[src/rtl/iso_pkg.sv]
// shared types and constants for the iso8601 timestamp to epoch milliseconds converter
package iso_pkg;

   // one parsed timestamp, handed from the byte parser to the date arithmetic
   typedef struct packed {
      logic [13:0] year;
      logic [6:0]  month;
      logic [6:0]  day;
      logic [6:0]  hour;
      logic [6:0]  minute;
      logic [6:0]  second;
      logic [9:0]  fraction;
      logic        ok;
   } iso_rec_type;

   // record queue between parser and arithmetic
   localparam int QueueDepth = 2;
   localparam int QueuePtrW  = $clog2(QueueDepth);
   localparam int QueueCntW  = $clog2(QueueDepth + 1);

   // arithmetic chain length from captured record to finished milliseconds
   localparam int CalcSteps = 8;
   localparam int CalcStepW = $clog2(CalcSteps);

   typedef enum logic [1:0] {
      BK_IDLE,
      BK_CALC,
      BK_HOLD
   } bk_state_type;

endpackage

[src/rtl/iso_front.sv]
// byte parser: gathers the decimal fields and the fraction, emits one record per text
module iso_front import iso_pkg::*; #(
   parameter int FRACTION_DIGITS = 3
) (
   input  logic        clock,
   input  logic        reset,
   input  logic        req_valid,
   output logic        req_stall,
   input  logic [7:0]  req_char_code,
   input  logic        req_last_char,
   input  logic        q_full,
   output logic        q_push,
   output iso_rec_type q_rec
);

   localparam logic [4:0] YearEnd   = 5'd3;
   localparam logic [4:0] MonthEnd  = 5'd6;
   localparam logic [4:0] DayEnd    = 5'd9;
   localparam logic [4:0] HourEnd   = 5'd12;
   localparam logic [4:0] MinuteEnd = 5'd15;
   localparam logic [4:0] FieldEnd  = 5'd18;
   localparam logic [4:0] DotPos    = 5'd19;
   localparam logic [7:0] CharZero  = 8'h30;
   localparam logic [7:0] CharNine  = 8'h39;
   localparam logic [7:0] CharDot   = 8'h2E;
   localparam logic [1:0] FracLimit = 2'(FRACTION_DIGITS);

   function automatic logic [6:0] frac_weight(input logic [1:0] idx);
      logic [6:0] w;
      case (idx)
         2'd0:    w = 7'd100;
         2'd1:    w = 7'd10;
         default: w = 7'd1;
      endcase
      return w;
   endfunction

   logic [4:0]  pos_ff, pos_in;
   logic [13:0] year_ff, year_in;
   logic [6:0]  month_ff, month_in;
   logic [6:0]  day_ff, day_in;
   logic [6:0]  hour_ff, hour_in;
   logic [6:0]  minute_ff, minute_in;
   logic [6:0]  second_ff, second_in;
   logic        err_ff, err_in;
   logic [9:0]  frac_ff, frac_in;
   logic [1:0]  fcnt_ff, fcnt_in;
   logic        fact_ff, fact_in;

   logic       accept;
   logic       is_digit;
   logic [3:0] digit;
   logic       is_sep;

   assign req_stall = q_full;
   assign accept    = req_valid && !q_full;
   assign is_digit  = (req_char_code >= CharZero) && (req_char_code <= CharNine);
   assign digit     = is_digit ? 4'(req_char_code - CharZero) : 4'd0;
   assign is_sep    = (pos_ff == YearEnd + 5'd1) || (pos_ff == MonthEnd + 5'd1) ||
                      (pos_ff == DayEnd + 5'd1) || (pos_ff == HourEnd + 5'd1) ||
                      (pos_ff == MinuteEnd + 5'd1);

   always_comb begin
      pos_in    = pos_ff;
      year_in   = year_ff;
      month_in  = month_ff;
      day_in    = day_ff;
      hour_in   = hour_ff;
      minute_in = minute_ff;
      second_in = second_ff;
      err_in    = err_ff;
      frac_in   = frac_ff;
      fcnt_in   = fcnt_ff;
      fact_in   = fact_ff;

      if (pos_ff <= FieldEnd && !is_sep) begin
         if (!is_digit) begin
            err_in = 1'b1;
         end else if (pos_ff <= YearEnd) begin
            year_in = 14'(year_ff * 14'd10 + 14'(digit));
         end else if (pos_ff <= MonthEnd) begin
            month_in = 7'(month_ff * 7'd10 + 7'(digit));
         end else if (pos_ff <= DayEnd) begin
            day_in = 7'(day_ff * 7'd10 + 7'(digit));
         end else if (pos_ff <= HourEnd) begin
            hour_in = 7'(hour_ff * 7'd10 + 7'(digit));
         end else if (pos_ff <= MinuteEnd) begin
            minute_in = 7'(minute_ff * 7'd10 + 7'(digit));
         end else begin
            second_in = 7'(second_ff * 7'd10 + 7'(digit));
         end
      end else if (pos_ff == DotPos) begin
         fact_in = (req_char_code == CharDot);
      end else if (pos_ff > DotPos && fact_ff) begin
         if (fcnt_ff >= FracLimit || !is_digit) begin
            fact_in = 1'b0;
         end else begin
            frac_in = 10'(frac_ff + 10'(digit) * 10'(frac_weight(fcnt_ff)));
            fcnt_in = 2'(fcnt_ff + 2'd1);
         end
      end

      if (!(&pos_ff)) begin
         pos_in = 5'(pos_ff + 5'd1);
      end
   end

   always_comb begin
      q_push          = accept && req_last_char;
      q_rec.year      = year_in;
      q_rec.month     = month_in;
      q_rec.day       = day_in;
      q_rec.hour      = hour_in;
      q_rec.minute    = minute_in;
      q_rec.second    = second_in;
      q_rec.fraction  = frac_in;
      q_rec.ok        = (pos_ff >= FieldEnd) && !err_in && (month_in != 7'd0) &&
                        (day_in != 7'd0);
   end

   always_ff @(posedge clock) begin
      if (reset || (accept && req_last_char)) begin
         pos_ff    <= '0;
         year_ff   <= '0;
         month_ff  <= '0;
         day_ff    <= '0;
         hour_ff   <= '0;
         minute_ff <= '0;
         second_ff <= '0;
         err_ff    <= 1'b0;
         frac_ff   <= '0;
         fcnt_ff   <= '0;
         fact_ff   <= 1'b0;
      end else if (accept) begin
         pos_ff    <= pos_in;
         year_ff   <= year_in;
         month_ff  <= month_in;
         day_ff    <= day_in;
         hour_ff   <= hour_in;
         minute_ff <= minute_in;
         second_ff <= second_in;
         err_ff    <= err_in;
         frac_ff   <= frac_in;
         fcnt_ff   <= fcnt_in;
         fact_ff   <= fact_in;
      end
   end

endmodule

[src/rtl/iso_queue.sv]
// short record queue between the byte parser and the date arithmetic
module iso_queue import iso_pkg::*; (
   input  logic        clock,
   input  logic        reset,
   input  logic        push,
   input  iso_rec_type push_rec,
   output logic        full,
   input  logic        pop,
   output logic        head_valid,
   output iso_rec_type head_rec
);

   iso_rec_type          mem_ff [QueueDepth];
   logic [QueuePtrW-1:0] wr_ptr_ff, wr_ptr_in;
   logic [QueuePtrW-1:0] rd_ptr_ff, rd_ptr_in;
   logic [QueueCntW-1:0] count_ff, count_in;
   logic                 do_push, do_pop;

   assign full       = (count_ff == QueueCntW'(QueueDepth));
   assign head_valid = (count_ff != '0);
   assign head_rec   = mem_ff[rd_ptr_ff];
   assign do_push    = push && !full;
   assign do_pop     = pop && head_valid;

   always_comb begin
      wr_ptr_in = wr_ptr_ff;
      rd_ptr_in = rd_ptr_ff;
      count_in  = count_ff;
      if (do_push) begin
         wr_ptr_in = (wr_ptr_ff == QueuePtrW'(QueueDepth - 1)) ? '0 :
                     QueuePtrW'(wr_ptr_ff + 1'b1);
      end
      if (do_pop) begin
         rd_ptr_in = (rd_ptr_ff == QueuePtrW'(QueueDepth - 1)) ? '0 :
                     QueuePtrW'(rd_ptr_ff + 1'b1);
      end
      if (do_push && !do_pop) begin
         count_in = QueueCntW'(count_ff + 1'b1);
      end else if (do_pop && !do_push) begin
         count_in = QueueCntW'(count_ff - 1'b1);
      end
   end

   always_ff @(posedge clock) begin
      if (reset) begin
         wr_ptr_ff <= '0;
         rd_ptr_ff <= '0;
         count_ff  <= '0;
      end else begin
         wr_ptr_ff <= wr_ptr_in;
         rd_ptr_ff <= rd_ptr_in;
         count_ff  <= count_in;
      end
   end

   always_ff @(posedge clock) begin
      if (do_push) begin
         mem_ff[wr_ptr_ff] <= push_rec;
      end
   end

endmodule

[src/rtl/iso_back.sv]
// date arithmetic: days-from-civil and milliseconds chain, result register
module iso_back import iso_pkg::*; (
   input  logic               clock,
   input  logic               reset,
   input  logic               q_valid,
   input  iso_rec_type        q_rec,
   output logic               q_pop,
   output logic               rsp_valid,
   input  logic               rsp_stall,
   output logic signed [48:0] rsp_epoch_millis,
   output logic               rsp_parse_ok
);

   function automatic logic [1:0] div100(input logic [8:0] v);
      logic [1:0] q;
      if (v >= 9'd300) begin
         q = 2'd3;
      end else if (v >= 9'd200) begin
         q = 2'd2;
      end else if (v >= 9'd100) begin
         q = 2'd1;
      end else begin
         q = 2'd0;
      end
      return q;
   endfunction

   bk_state_type         state_ff, state_in;
   logic [CalcStepW-1:0] step_ff, step_in;
   iso_rec_type          rec_ff;
   logic                 load;

   logic                 rsp_valid_ff, rsp_valid_in;
   logic signed [48:0]   epoch_ff;
   logic                 ok_ff;

   // arithmetic chain registers
   logic signed [14:0] y1_ff;
   logic [6:0]         mp1_ff;
   logic [16:0]        secp1_ff;
   logic signed [5:0]  era2_ff;
   logic [14:0]        mpx2_ff;
   logic signed [14:0] y2_ff;
   logic [16:0]        secp2_ff;
   logic [8:0]         yoe3_ff;
   logic [11:0]        doy3_ff;
   logic signed [5:0]  era3_ff;
   logic [16:0]        secp3_ff;
   logic [17:0]        doe4_ff;
   logic signed [22:0] eraday4_ff;
   logic [16:0]        secp4_ff;
   logic signed [22:0] days5_ff;
   logic [16:0]        secp5_ff;
   logic signed [27:0] hrs6_ff;
   logic [16:0]        secp6_ff;
   logic signed [32:0] mins7_ff;
   logic [16:0]        secp7_ff;
   logic signed [48:0] ms8_ff;

   logic [26:0]        era_prod;
   logic [30:0]        doy_prod;
   logic signed [15:0] era400;
   logic signed [15:0] yoe_diff;
   logic signed [22:0] era_ext;

   assign era_prod = 27'(y1_ff[13:0]) * 27'd5243;
   assign doy_prod = 31'(mpx2_ff) * 31'd52429;
   assign era400   = {{10{era2_ff[5]}}, era2_ff} * 16'sd400;
   assign yoe_diff = {y2_ff[14], y2_ff} - era400;
   assign era_ext  = {{17{era3_ff[5]}}, era3_ff};

   always_ff @(posedge clock) begin
      // year shift for jan and feb, month index from march
      y1_ff    <= (rec_ff.month <= 7'd2) ? $signed({1'b0, rec_ff.year}) - 15'sd1 :
                  $signed({1'b0, rec_ff.year});
      mp1_ff   <= (rec_ff.month <= 7'd2) ? 7'(rec_ff.month + 7'd9) :
                  7'(rec_ff.month - 7'd3);
      secp1_ff <= 17'(17'(rec_ff.second) * 17'd1000 + 17'(rec_ff.fraction));
      // floor division of the shifted year by 400
      era2_ff  <= y1_ff[14] ? -6'sd1 : $signed({1'b0, era_prod[25:21]});
      mpx2_ff  <= 15'(15'(mp1_ff) * 15'd153 + 15'd2);
      y2_ff    <= y1_ff;
      secp2_ff <= secp1_ff;
      // year of era and day of year
      yoe3_ff  <= yoe_diff[8:0];
      doy3_ff  <= 12'(doy_prod[29:18] + 12'(rec_ff.day) - 12'd1);
      era3_ff  <= era2_ff;
      secp3_ff <= secp2_ff;
      // day of era and era offset
      doe4_ff    <= 18'(18'(yoe3_ff) * 18'd365 + 18'(yoe3_ff[8:2]) -
                       18'(div100(yoe3_ff)) + 18'(doy3_ff));
      eraday4_ff <= era_ext * 23'sd146097;
      secp4_ff   <= secp3_ff;
      days5_ff   <= eraday4_ff + $signed({5'b0, doe4_ff}) - 23'sd719468;
      secp5_ff   <= secp4_ff;
      hrs6_ff    <= {{5{days5_ff[22]}}, days5_ff} * 28'sd24 +
                    $signed({21'b0, rec_ff.hour});
      secp6_ff   <= secp5_ff;
      mins7_ff   <= {{5{hrs6_ff[27]}}, hrs6_ff} * 33'sd60 +
                    $signed({26'b0, rec_ff.minute});
      secp7_ff   <= secp6_ff;
      ms8_ff     <= {{16{mins7_ff[32]}}, mins7_ff} * 49'sd60000 +
                    $signed({32'b0, secp7_ff});
   end

   always_comb begin
      state_in = state_ff;
      step_in  = step_ff;
      q_pop    = 1'b0;
      load     = 1'b0;
      unique case (state_ff)
         BK_IDLE: begin
            if (q_valid) begin
               q_pop    = 1'b1;
               step_in  = CalcStepW'(CalcSteps - 1);
               state_in = BK_CALC;
            end
         end
         BK_CALC: begin
            if (step_ff == '0) begin
               state_in = BK_HOLD;
            end else begin
               step_in = CalcStepW'(step_ff - 1'b1);
            end
         end
         BK_HOLD: begin
            if (!rsp_valid_ff || !rsp_stall) begin
               load     = 1'b1;
               state_in = BK_IDLE;
            end
         end
         default: begin
            state_in = BK_IDLE;
         end
      endcase

      if (load) begin
         rsp_valid_in = 1'b1;
      end else if (!rsp_stall) begin
         rsp_valid_in = 1'b0;
      end else begin
         rsp_valid_in = rsp_valid_ff;
      end
   end

   always_ff @(posedge clock) begin
      if (reset) begin
         state_ff     <= BK_IDLE;
         step_ff      <= '0;
         rsp_valid_ff <= 1'b0;
      end else begin
         state_ff     <= state_in;
         step_ff      <= step_in;
         rsp_valid_ff <= rsp_valid_in;
      end
   end

   always_ff @(posedge clock) begin
      if (q_pop) begin
         rec_ff <= q_rec;
      end
      if (load) begin
         epoch_ff <= rec_ff.ok ? ms8_ff : '0;
         ok_ff    <= rec_ff.ok;
      end
   end

   assign rsp_valid        = rsp_valid_ff;
   assign rsp_epoch_millis = epoch_ff;
   assign rsp_parse_ok     = ok_ff;

`ifndef SYNTH
   a_fail_zero: assert property (@(posedge clock) disable iff (reset)
      rsp_valid_ff && !ok_ff |-> epoch_ff == '0)
      else $error("failed parse delivered a nonzero value");

   a_pop_starts_calc: assert property (@(posedge clock) disable iff (reset)
      q_pop |=> state_ff == BK_CALC && step_ff == CalcStepW'(CalcSteps - 1))
      else $error("record capture did not start the arithmetic chain");

   a_rec_held: assert property (@(posedge clock) disable iff (reset)
      state_ff == BK_CALC && $past(state_ff) == BK_CALC |-> $stable(rec_ff))
      else $error("record changed during arithmetic");

   a_load_after_calc: assert property (@(posedge clock) disable iff (reset)
      load |-> $past(state_ff) == BK_CALC || $past(state_ff) == BK_HOLD)
      else $error("result loaded without a finished computation");

   a_jan_feb_shift: assert property (@(posedge clock) disable iff (reset)
      q_pop && q_rec.month <= 7'd2 |=> rec_ff.month <= 7'd2)
      else $error("captured record differs from queue head");
`endif

endmodule

[src/rtl/iso8601_to_epoch_millis.sv]
// top level of the iso8601 timestamp to unix epoch milliseconds converter
//
// req channel: one text byte per transfer (req_char_code), req_last_char marks
//   the final byte of a timestamp YYYY-MM-DDTHH:MM:SS[.fff]
// rsp channel: one transfer per marked byte with signed milliseconds since
//   1970-01-01 utc in rsp_epoch_millis and rsp_parse_ok; a short text, a
//   non-digit in a date or time field, or a zero month or day gives 0 and
//   rsp_parse_ok low
// the parser takes one byte per cycle while the queue has room; each finished
//   text becomes a record in a two-entry queue
// result path, queue empty: the queue write shares the edge of the transfer
//   of the last byte, followed by capture, the 8-step arithmetic chain and the
//   result register
// throughput: one byte per cycle while the queue has room; the arithmetic unit
//   takes one record at a time, from capture through the result register
// rsp_stall holds the result register; the arithmetic unit keeps its record,
//   the queue fills, and req_stall rises only when the queue is full
// reset clears parser state, queue and result valid; no transfer is pending
module iso8601_to_epoch_millis import iso_pkg::*; #(
   parameter int FRACTION_DIGITS = 3
) (
   input  logic               clock,
   input  logic               reset,
   input  logic               req_valid,
   output logic               req_stall,
   input  logic [7:0]         req_char_code,
   input  logic               req_last_char,
   output logic               rsp_valid,
   input  logic               rsp_stall,
   output logic signed [48:0] rsp_epoch_millis,
   output logic               rsp_parse_ok
);

   // parser to queue
   logic        q_full;
   logic        q_push;
   iso_rec_type q_push_rec;

   // queue to arithmetic
   logic        q_pop;
   logic        q_head_valid;
   iso_rec_type q_head_rec;

   iso_front #(
      .FRACTION_DIGITS(FRACTION_DIGITS)
   ) u_front (
      .clock         (clock),
      .reset         (reset),
      .req_valid     (req_valid),
      .req_stall     (req_stall),
      .req_char_code (req_char_code),
      .req_last_char (req_last_char),
      .q_full        (q_full),
      .q_push        (q_push),
      .q_rec         (q_push_rec)
   );

   iso_queue u_queue (
      .clock      (clock),
      .reset      (reset),
      .push       (q_push),
      .push_rec   (q_push_rec),
      .full       (q_full),
      .pop        (q_pop),
      .head_valid (q_head_valid),
      .head_rec   (q_head_rec)
   );

   // days-from-civil and milliseconds chain
   iso_back u_back (
      .clock            (clock),
      .reset            (reset),
      .q_valid          (q_head_valid),
      .q_rec            (q_head_rec),
      .q_pop            (q_pop),
      .rsp_valid        (rsp_valid),
      .rsp_stall        (rsp_stall),
      .rsp_epoch_millis (rsp_epoch_millis),
      .rsp_parse_ok     (rsp_parse_ok)
   );

endmodule
[config.mk]
export PLATFORM = sky130hd
export DESIGN_NAME = iso8601_to_epoch_millis
export DESIGN_NICKNAME = d
export VERILOG_FILES = /design/src/rtl/iso_pkg.sv /design/src/rtl/iso_front.sv /design/src/rtl/iso_queue.sv /design/src/rtl/iso_back.sv /design/src/rtl/iso8601_to_epoch_millis.sv
export SDC_FILE = /design/constraint.sdc
export NUM_CORES = 2
export LEC_CHECK = 0
export BUFFER_PORTS_ARGS = -buffer_cell sky130_fd_sc_hd__buf_2
export CAP_MARGIN = 20
export CORE_MARGIN = 2
export CORE_UTILIZATION = 39
export DETAILED_ROUTE_END_ITERATION = 16
export GPL_ROUTABILITY_DRIVEN = 0
export HOLD_SLACK_MARGIN = 0.08
export MAX_ROUTING_LAYER = met4
export PLACE_DENSITY = 0.6
export SLEW_MARGIN = 5
export SYNTH_ARGS = -nofsm -noshare
export SYNTH_HDL_FRONTEND = slang
export SYNTH_SLANG_ARGS = --single-unit
[constraint.sdc]
create_clock -name clock -period 10.3 [get_ports clock]
set_clock_uncertainty 0.2 [all_clocks]
set_input_delay 1.545 -clock clock [delete_from_list [all_inputs] [get_ports clock]]
set_output_delay 1.545 -clock clock [all_outputs]
set_load 0.005 [all_outputs]
# == After elaboration in Yosys (flattened, before gate mapping) ==
# Memory sizes are Yosys's and may differ from the RTL's. A register that Yosys moved wholly into a read port is not among the register bits.
# Index checks and enable logic that the tools add are counted.
# Widths: inputs -> output; s select.
# word_totals
mem_count,1
elab_cells,241
inputBits,13
out_inout_bits,52
mem_bits_rw,120
reg_bits,500
# memory_table
name,depth,word_bits,rd,rd_ports_with_merged_regs,write_ports,line,rtl
u_queue.mem_ff,2,60,1,1,1,iso_queue.sv:13,iso_rec_type mem_ff [QueueDepth];
# classes
n_reduce_logical,43
add_sub_neg,31
n_lt_le_gt_ge,15
eq_ne,16
bitwise_logic,4
multipliers,17
mux,72
# op_table
op,n
$mux 7,34
$mux 14,4
$add 49x17->49,1
$mul 49x11->44 const B,1
$mux 10,4
$add 7x4->7,5
$mul 7x3->6 const B,5
$add 33x7->33,1
$mul 33x4->31 const B,1
$mul 15x16->30 const B,1
$add 28x7->28,1
$mul 28x2->25 const B,1
$mul 14x13->26 const B,1
$add 23x19->23,1
$mul 6x19->23 const B,1
$sub 23x21->23 const B,1
$add 18x12->18,1
$add 18x7->18,1
$mul 9x9->18 const B,1
$sub 18x2->18,1
$add 17x10->17,1
$mul 16x5->5 const B,1
$mux 1,16
$add 15x2->15 const B,1
58 further kinds,112

# == Longest topological paths before layout ==
# depth
word_depth,14
depth_mapped,34
ltp_nobuf,34

# == Hierarchy ==
# A second synthesis with hierarchy kept.
# hier_totals
cells_unflattened,4830
area_unflattened_um2,51236.6
# by_module_without_submodules
module,n_inst,cells_each,seq_area_each_um2,area_per_inst_um2
iso_back,1,3842,10870.4,40203.6
iso_front,1,776,1361.3,6498.7
iso_queue,1,212,3703.6,4534.3

# == Worst setup path before layout ==
# OpenSTA, ideal clock, no wires.
# synth_timing
path_type,register to register
startpoint,reg u_back.mpx2_ff[13]
endpoint,reg u_back.doy3_ff[11]
required_ns,9.979
synth_period_minus_slack_ns,7.284
path_stages_with_launch,33
t_arrival_ns,6.963
setup_slack_ns,3.016
setup_time_ns,0.121
path_buffers,0
cell_sequence,dfxtp_1 -> inv_1 -> ha_1 -> inv_1 -> fa_1 -> inv_1 -> fa_1 -> fa_1 -> inv_1 -> fa_1 -> fa_1 -> ha_1 -> a21o_1 -> a211o_1 -> nand3_1 -> o21ai_0 -> nor3_1 -> o21bai_1 -> xnor2_1 -> ha_1 -> inv_1 -> fa_1 -> a21o_1 -> a21oi_1 -> o21bai_1 -> a21oi_1 -> nor2b_1 -> o21a_1 -> o21ai_0 -> nand2b_1 -> a21oi_1 -> xnor2_1 -> xnor2_1
# synth_via
elab_chain_len,3
# synth_rtl
element,line,rtl
start: declaration,iso_back.sv:42,logic [14:0] mpx2_ff;
start signal: assignment,iso_back.sv:81,mpx2_ff <= 15'(15'(mp1_ff) * 15'd153 + 15'd2);
$mul 15x16->30,iso_back.sv:67,assign doy_prod = 31'(mpx2_ff) * 31'd52429;
$add 12x7->12,iso_back.sv:86,doy3_ff <= 12'(doy_prod[29:18] + 12'(rec_ff.day) - 12'd1);
$sub 12x1->12,iso_back.sv:86,
end signal: assignment,iso_back.sv:86,
end: declaration,iso_back.sv:46,logic [11:0] doy3_ff;
# No other way between the ends.
# A chain may end at the register's enable or synchronous reset.

# == Final worst setup path ==
# layout_timing
startpoint,reg u_back.mpx2_ff[4]
endpoint,reg u_back.doy3_ff[11]
# The elaborated chain is that of the path after synthesis.

==> flow_summary_export.csv <==
group,metric,value,unit
outcome,status,"complete, no violations",
floorplan,row_count,132,
worst_setup_path,arrival,8.03,ns
sta,post-route-min-period,7.68,ns
worst_setup_path,cp_top_family,"adder cells",
clock_network,htreeDepth,3,
detailed_routing,wl_met2,44900,µm
yosys,yosysTopAreaCellShare,0.179,
worst_setup_path,endpoint_kind,"flip-flop",
detailed_routing,drc,0,
clock_network,postCtsResizedCells,0,
detailed_routing,first_pass_iters,5,
sta,fin_crit_sh,0.746,
floorplan,chipWidth,366,µm
worst_setup_path,start_kind,"flip-flop",
sta,slew_viol_final,0,
sta,fmax,130,MHz
placement,port_buffers,64,
worst_setup_path,r2r-start,"u_back.mpx2_ff[4]",
placement,dpl.hpwl,73800,µm
clock_network,cts_buffer_depth,3,
yosys,synth_ff_type,"dfxtp_1",
yosys,synth_commonest_cells,"inv_1 (896), ha_1 (731), fa_1 (456)",
yosys,yosysTopAreaCell,"ha_1",
finish,num-nets-final,6146,
worst_setup_path,required,10.64,ns
detailed_routing,ant_nets,0,
worst_setup_path,crit_slowest_cell,"fa_1",
floorplan,dieHeight,366,µm
worst_hold_path,min_path_type,"reg2reg",
sta,final-hold-violation-count,0,
detailed_routing,drt-initial-drc-count,1301,
detailed_routing,totalWireLength,91900,µm
clock_network,cts_made_buffers,78,
clock_network,worstSkewPairLatency,0.66,ns
clock_network,cts_setup_buffers,0,
sta,fin_hold_ws,0.117,ns
finish,register_area,15900,µm²
detailed_routing,met1_length,43300,µm
yosys,syn_area_per_cell,10.5,µm²
yosys,synthDistinctLibCells,87,
finish,area_growth,9.86,%
yosys,synthTopCellsByArea,"ha_1 (18%), fa_1 (18%), dfxtp_1 (18%)",
yosys,async_flop_share,0,
global_routing,grt_pass1_wl,158000,µm
yosys,synth-seq-area-share,0.312,
global_routing,overflow,0,
clock_network,cts_tree,"built",
worst_setup_path,startpoint,"u_back.mpx2_ff[4]",
detailed_routing,wl_per_cell,13.6,µm
sta,setup_violations,0,
worst_setup_path,critPathBufInv,5,
floorplan,coreArea,130000,µm²
floorplan,ios,65,
floorplan,dieArea,134000,µm²
global_routing,grt_usage,0.144,
detailed_routing,viasPerCell,4.69,
finish,final_core_util,0.433,
sta,fin_tns_setup,0,ns
clock_network,cts_root_buf,"clkbuf_16",
sta,slew_headroom,0.288,
yosys,ys_warn_count,0,
worst_setup_path,crit_path_frequent_cell,"fa_1",
clock_network,cts.sinks,680,
worst_hold_path,holdCritStartpoint,"u_back.secp3_ff[11]",
sta,rsz0062_at_grt,"false",
yosys,syn_inst,4859,
yosys,synth_edf_count,230,
yosys,yosysMostFrequentCell,"inv_1",
detailed_routing,route.met3.wl,2220,µm
yosys,synth.net_count,6059,
clock_network,cts.clk_slew.worst_paths,0.06,ns
clock_network,cts_hold_buffers,0,
yosys,syn_area,51000,µm²
finish,nFillCells,12300,
detailed_routing,highest_layer,"met4",
sta,tightestPinTransition,1.07,ns
yosys,synth_seq_cells,680,
floorplan,initial_core_util,0.394,
finish,multiInputGateArea,31500,µm²
finish,drive_gt1_frac,0.0710,
worst_setup_path,crit_type,"reg2reg",
global_routing,antenna_found_initial,1,
global_routing,grt_pass1_vias,32800,
detailed_routing,num_vias,31700,
worst_setup_path,crit_fanout,4,
job,maxCapViolations,0,
global_routing,grt_max_degree,69,
worst_setup_path,slowest_delay,0.62,ns
final cells by class:
cell class                 instances  share of cell area
inverter                         896              0.0600
sequential                       680               0.284
tap                             1742              0.0389
clock inverter                    40             0.00810
antenna                            1           0.0000446
clock buffer                     105              0.0401
multi-input combinational       3216               0.562
timing repair buffer              74             0.00705
sequential cells by signal, summed over array words and instances (netlist names), 18 cells and up:
register,count
u_back.eraday4_ff,23
u_back.ms8_ff,49
u_back.days5_ff,23
u_back.doe4_ff,18
u_back.mins7_ff,33
u_queue.mem_ff,120
u_back.rsp_epoch_millis,49
u_back.hrs6_ff,28
u_back.rec_ff,60
logic make-up after synthesis:
logic type,share of synthesized area
AO/OA/AOI/OAI,0.0836
XOR/XNOR,0.0665
adder cells (fa/ha/maj),0.358
buffers and inverters,0.0713
flip-flops,0.312
multiplexers,0.0228
AND/OR/NAND/NOR,0.0859
layer usage:
metal / global-route usage / vias to the layer above
met5: - / -
met1: 0.180 / 15100
met2: 0.247 / 269
met3: 0.0201 / 112
met4: 0.0302 / 0
li1: - / 16200
final timing paths:
kind                         end  slack, ns  cells after the start
min reg2reg  u_back.secp4_ff[11]       0.12                      0
max           u_back.doy3_ff[11]       2.62                     32
min          u_back.secp4_ff[11]       0.12                      0
max reg2reg   u_back.doy3_ff[11]       2.62                     32
layout by cell type, fill, tap and decap left out, types with 25 or more instances in the layout:
| cell type | instances |
|---|---|
| a21oi_1 | 225 |
| ha_1 | 731 |
| nor3_1 | 72 |
| and2_1 | 66 |
| nand3_1 | 61 |
| edfxtp_1 | 230 |
| nor2_1 | 222 |
| nor2b_1 | 34 |
| a21o_1 | 71 |
| nand2_1 | 220 |
| dfxtp_1 | 449 |
| xnor2_1 | 268 |
| a31oi_1 | 25 |
| buf_2 | 64 |
| inv_1 | 895 |
| mux2_2 | 92 |
| a211oi_1 | 29 |
| clkbuf_16 | 84 |
| o21bai_1 | 52 |
| xor2_1 | 117 |
| nand2b_1 | 29 |
| o21ai_0 | 113 |
| and3_1 | 27 |
| fa_1 | 456 |
| o21a_1 | 28 |
per-stage QoR:
stage                     instance area, µm²  setup WS [ns]  instances
final                                  56100           2.62       6754
after detailed placement               53400           2.54       6608
after floorplan                        51000           3.02       4859
after CTS                              56100           2.53       6753
after global placement                 53400           2.64       6608
after global routing                   56100           2.01       6754
worst register-to-register path: cells and delay by family (launching register included):
kind / cells / cell delay (ns)
DFF: 1 / 0.38
adders and majority gates: 10 / 4.07
and+or+nand+nor: 4 / 0.53
AOI/OAI and AO/OA: 10 / 1.72
buffers and inverters: 5 / 0.31
xor gates and xnor gates: 3 / 0.36
Power is not shown: default switching activity piles up to over one toggle a cycle in this logic, so the estimate is an artifact.
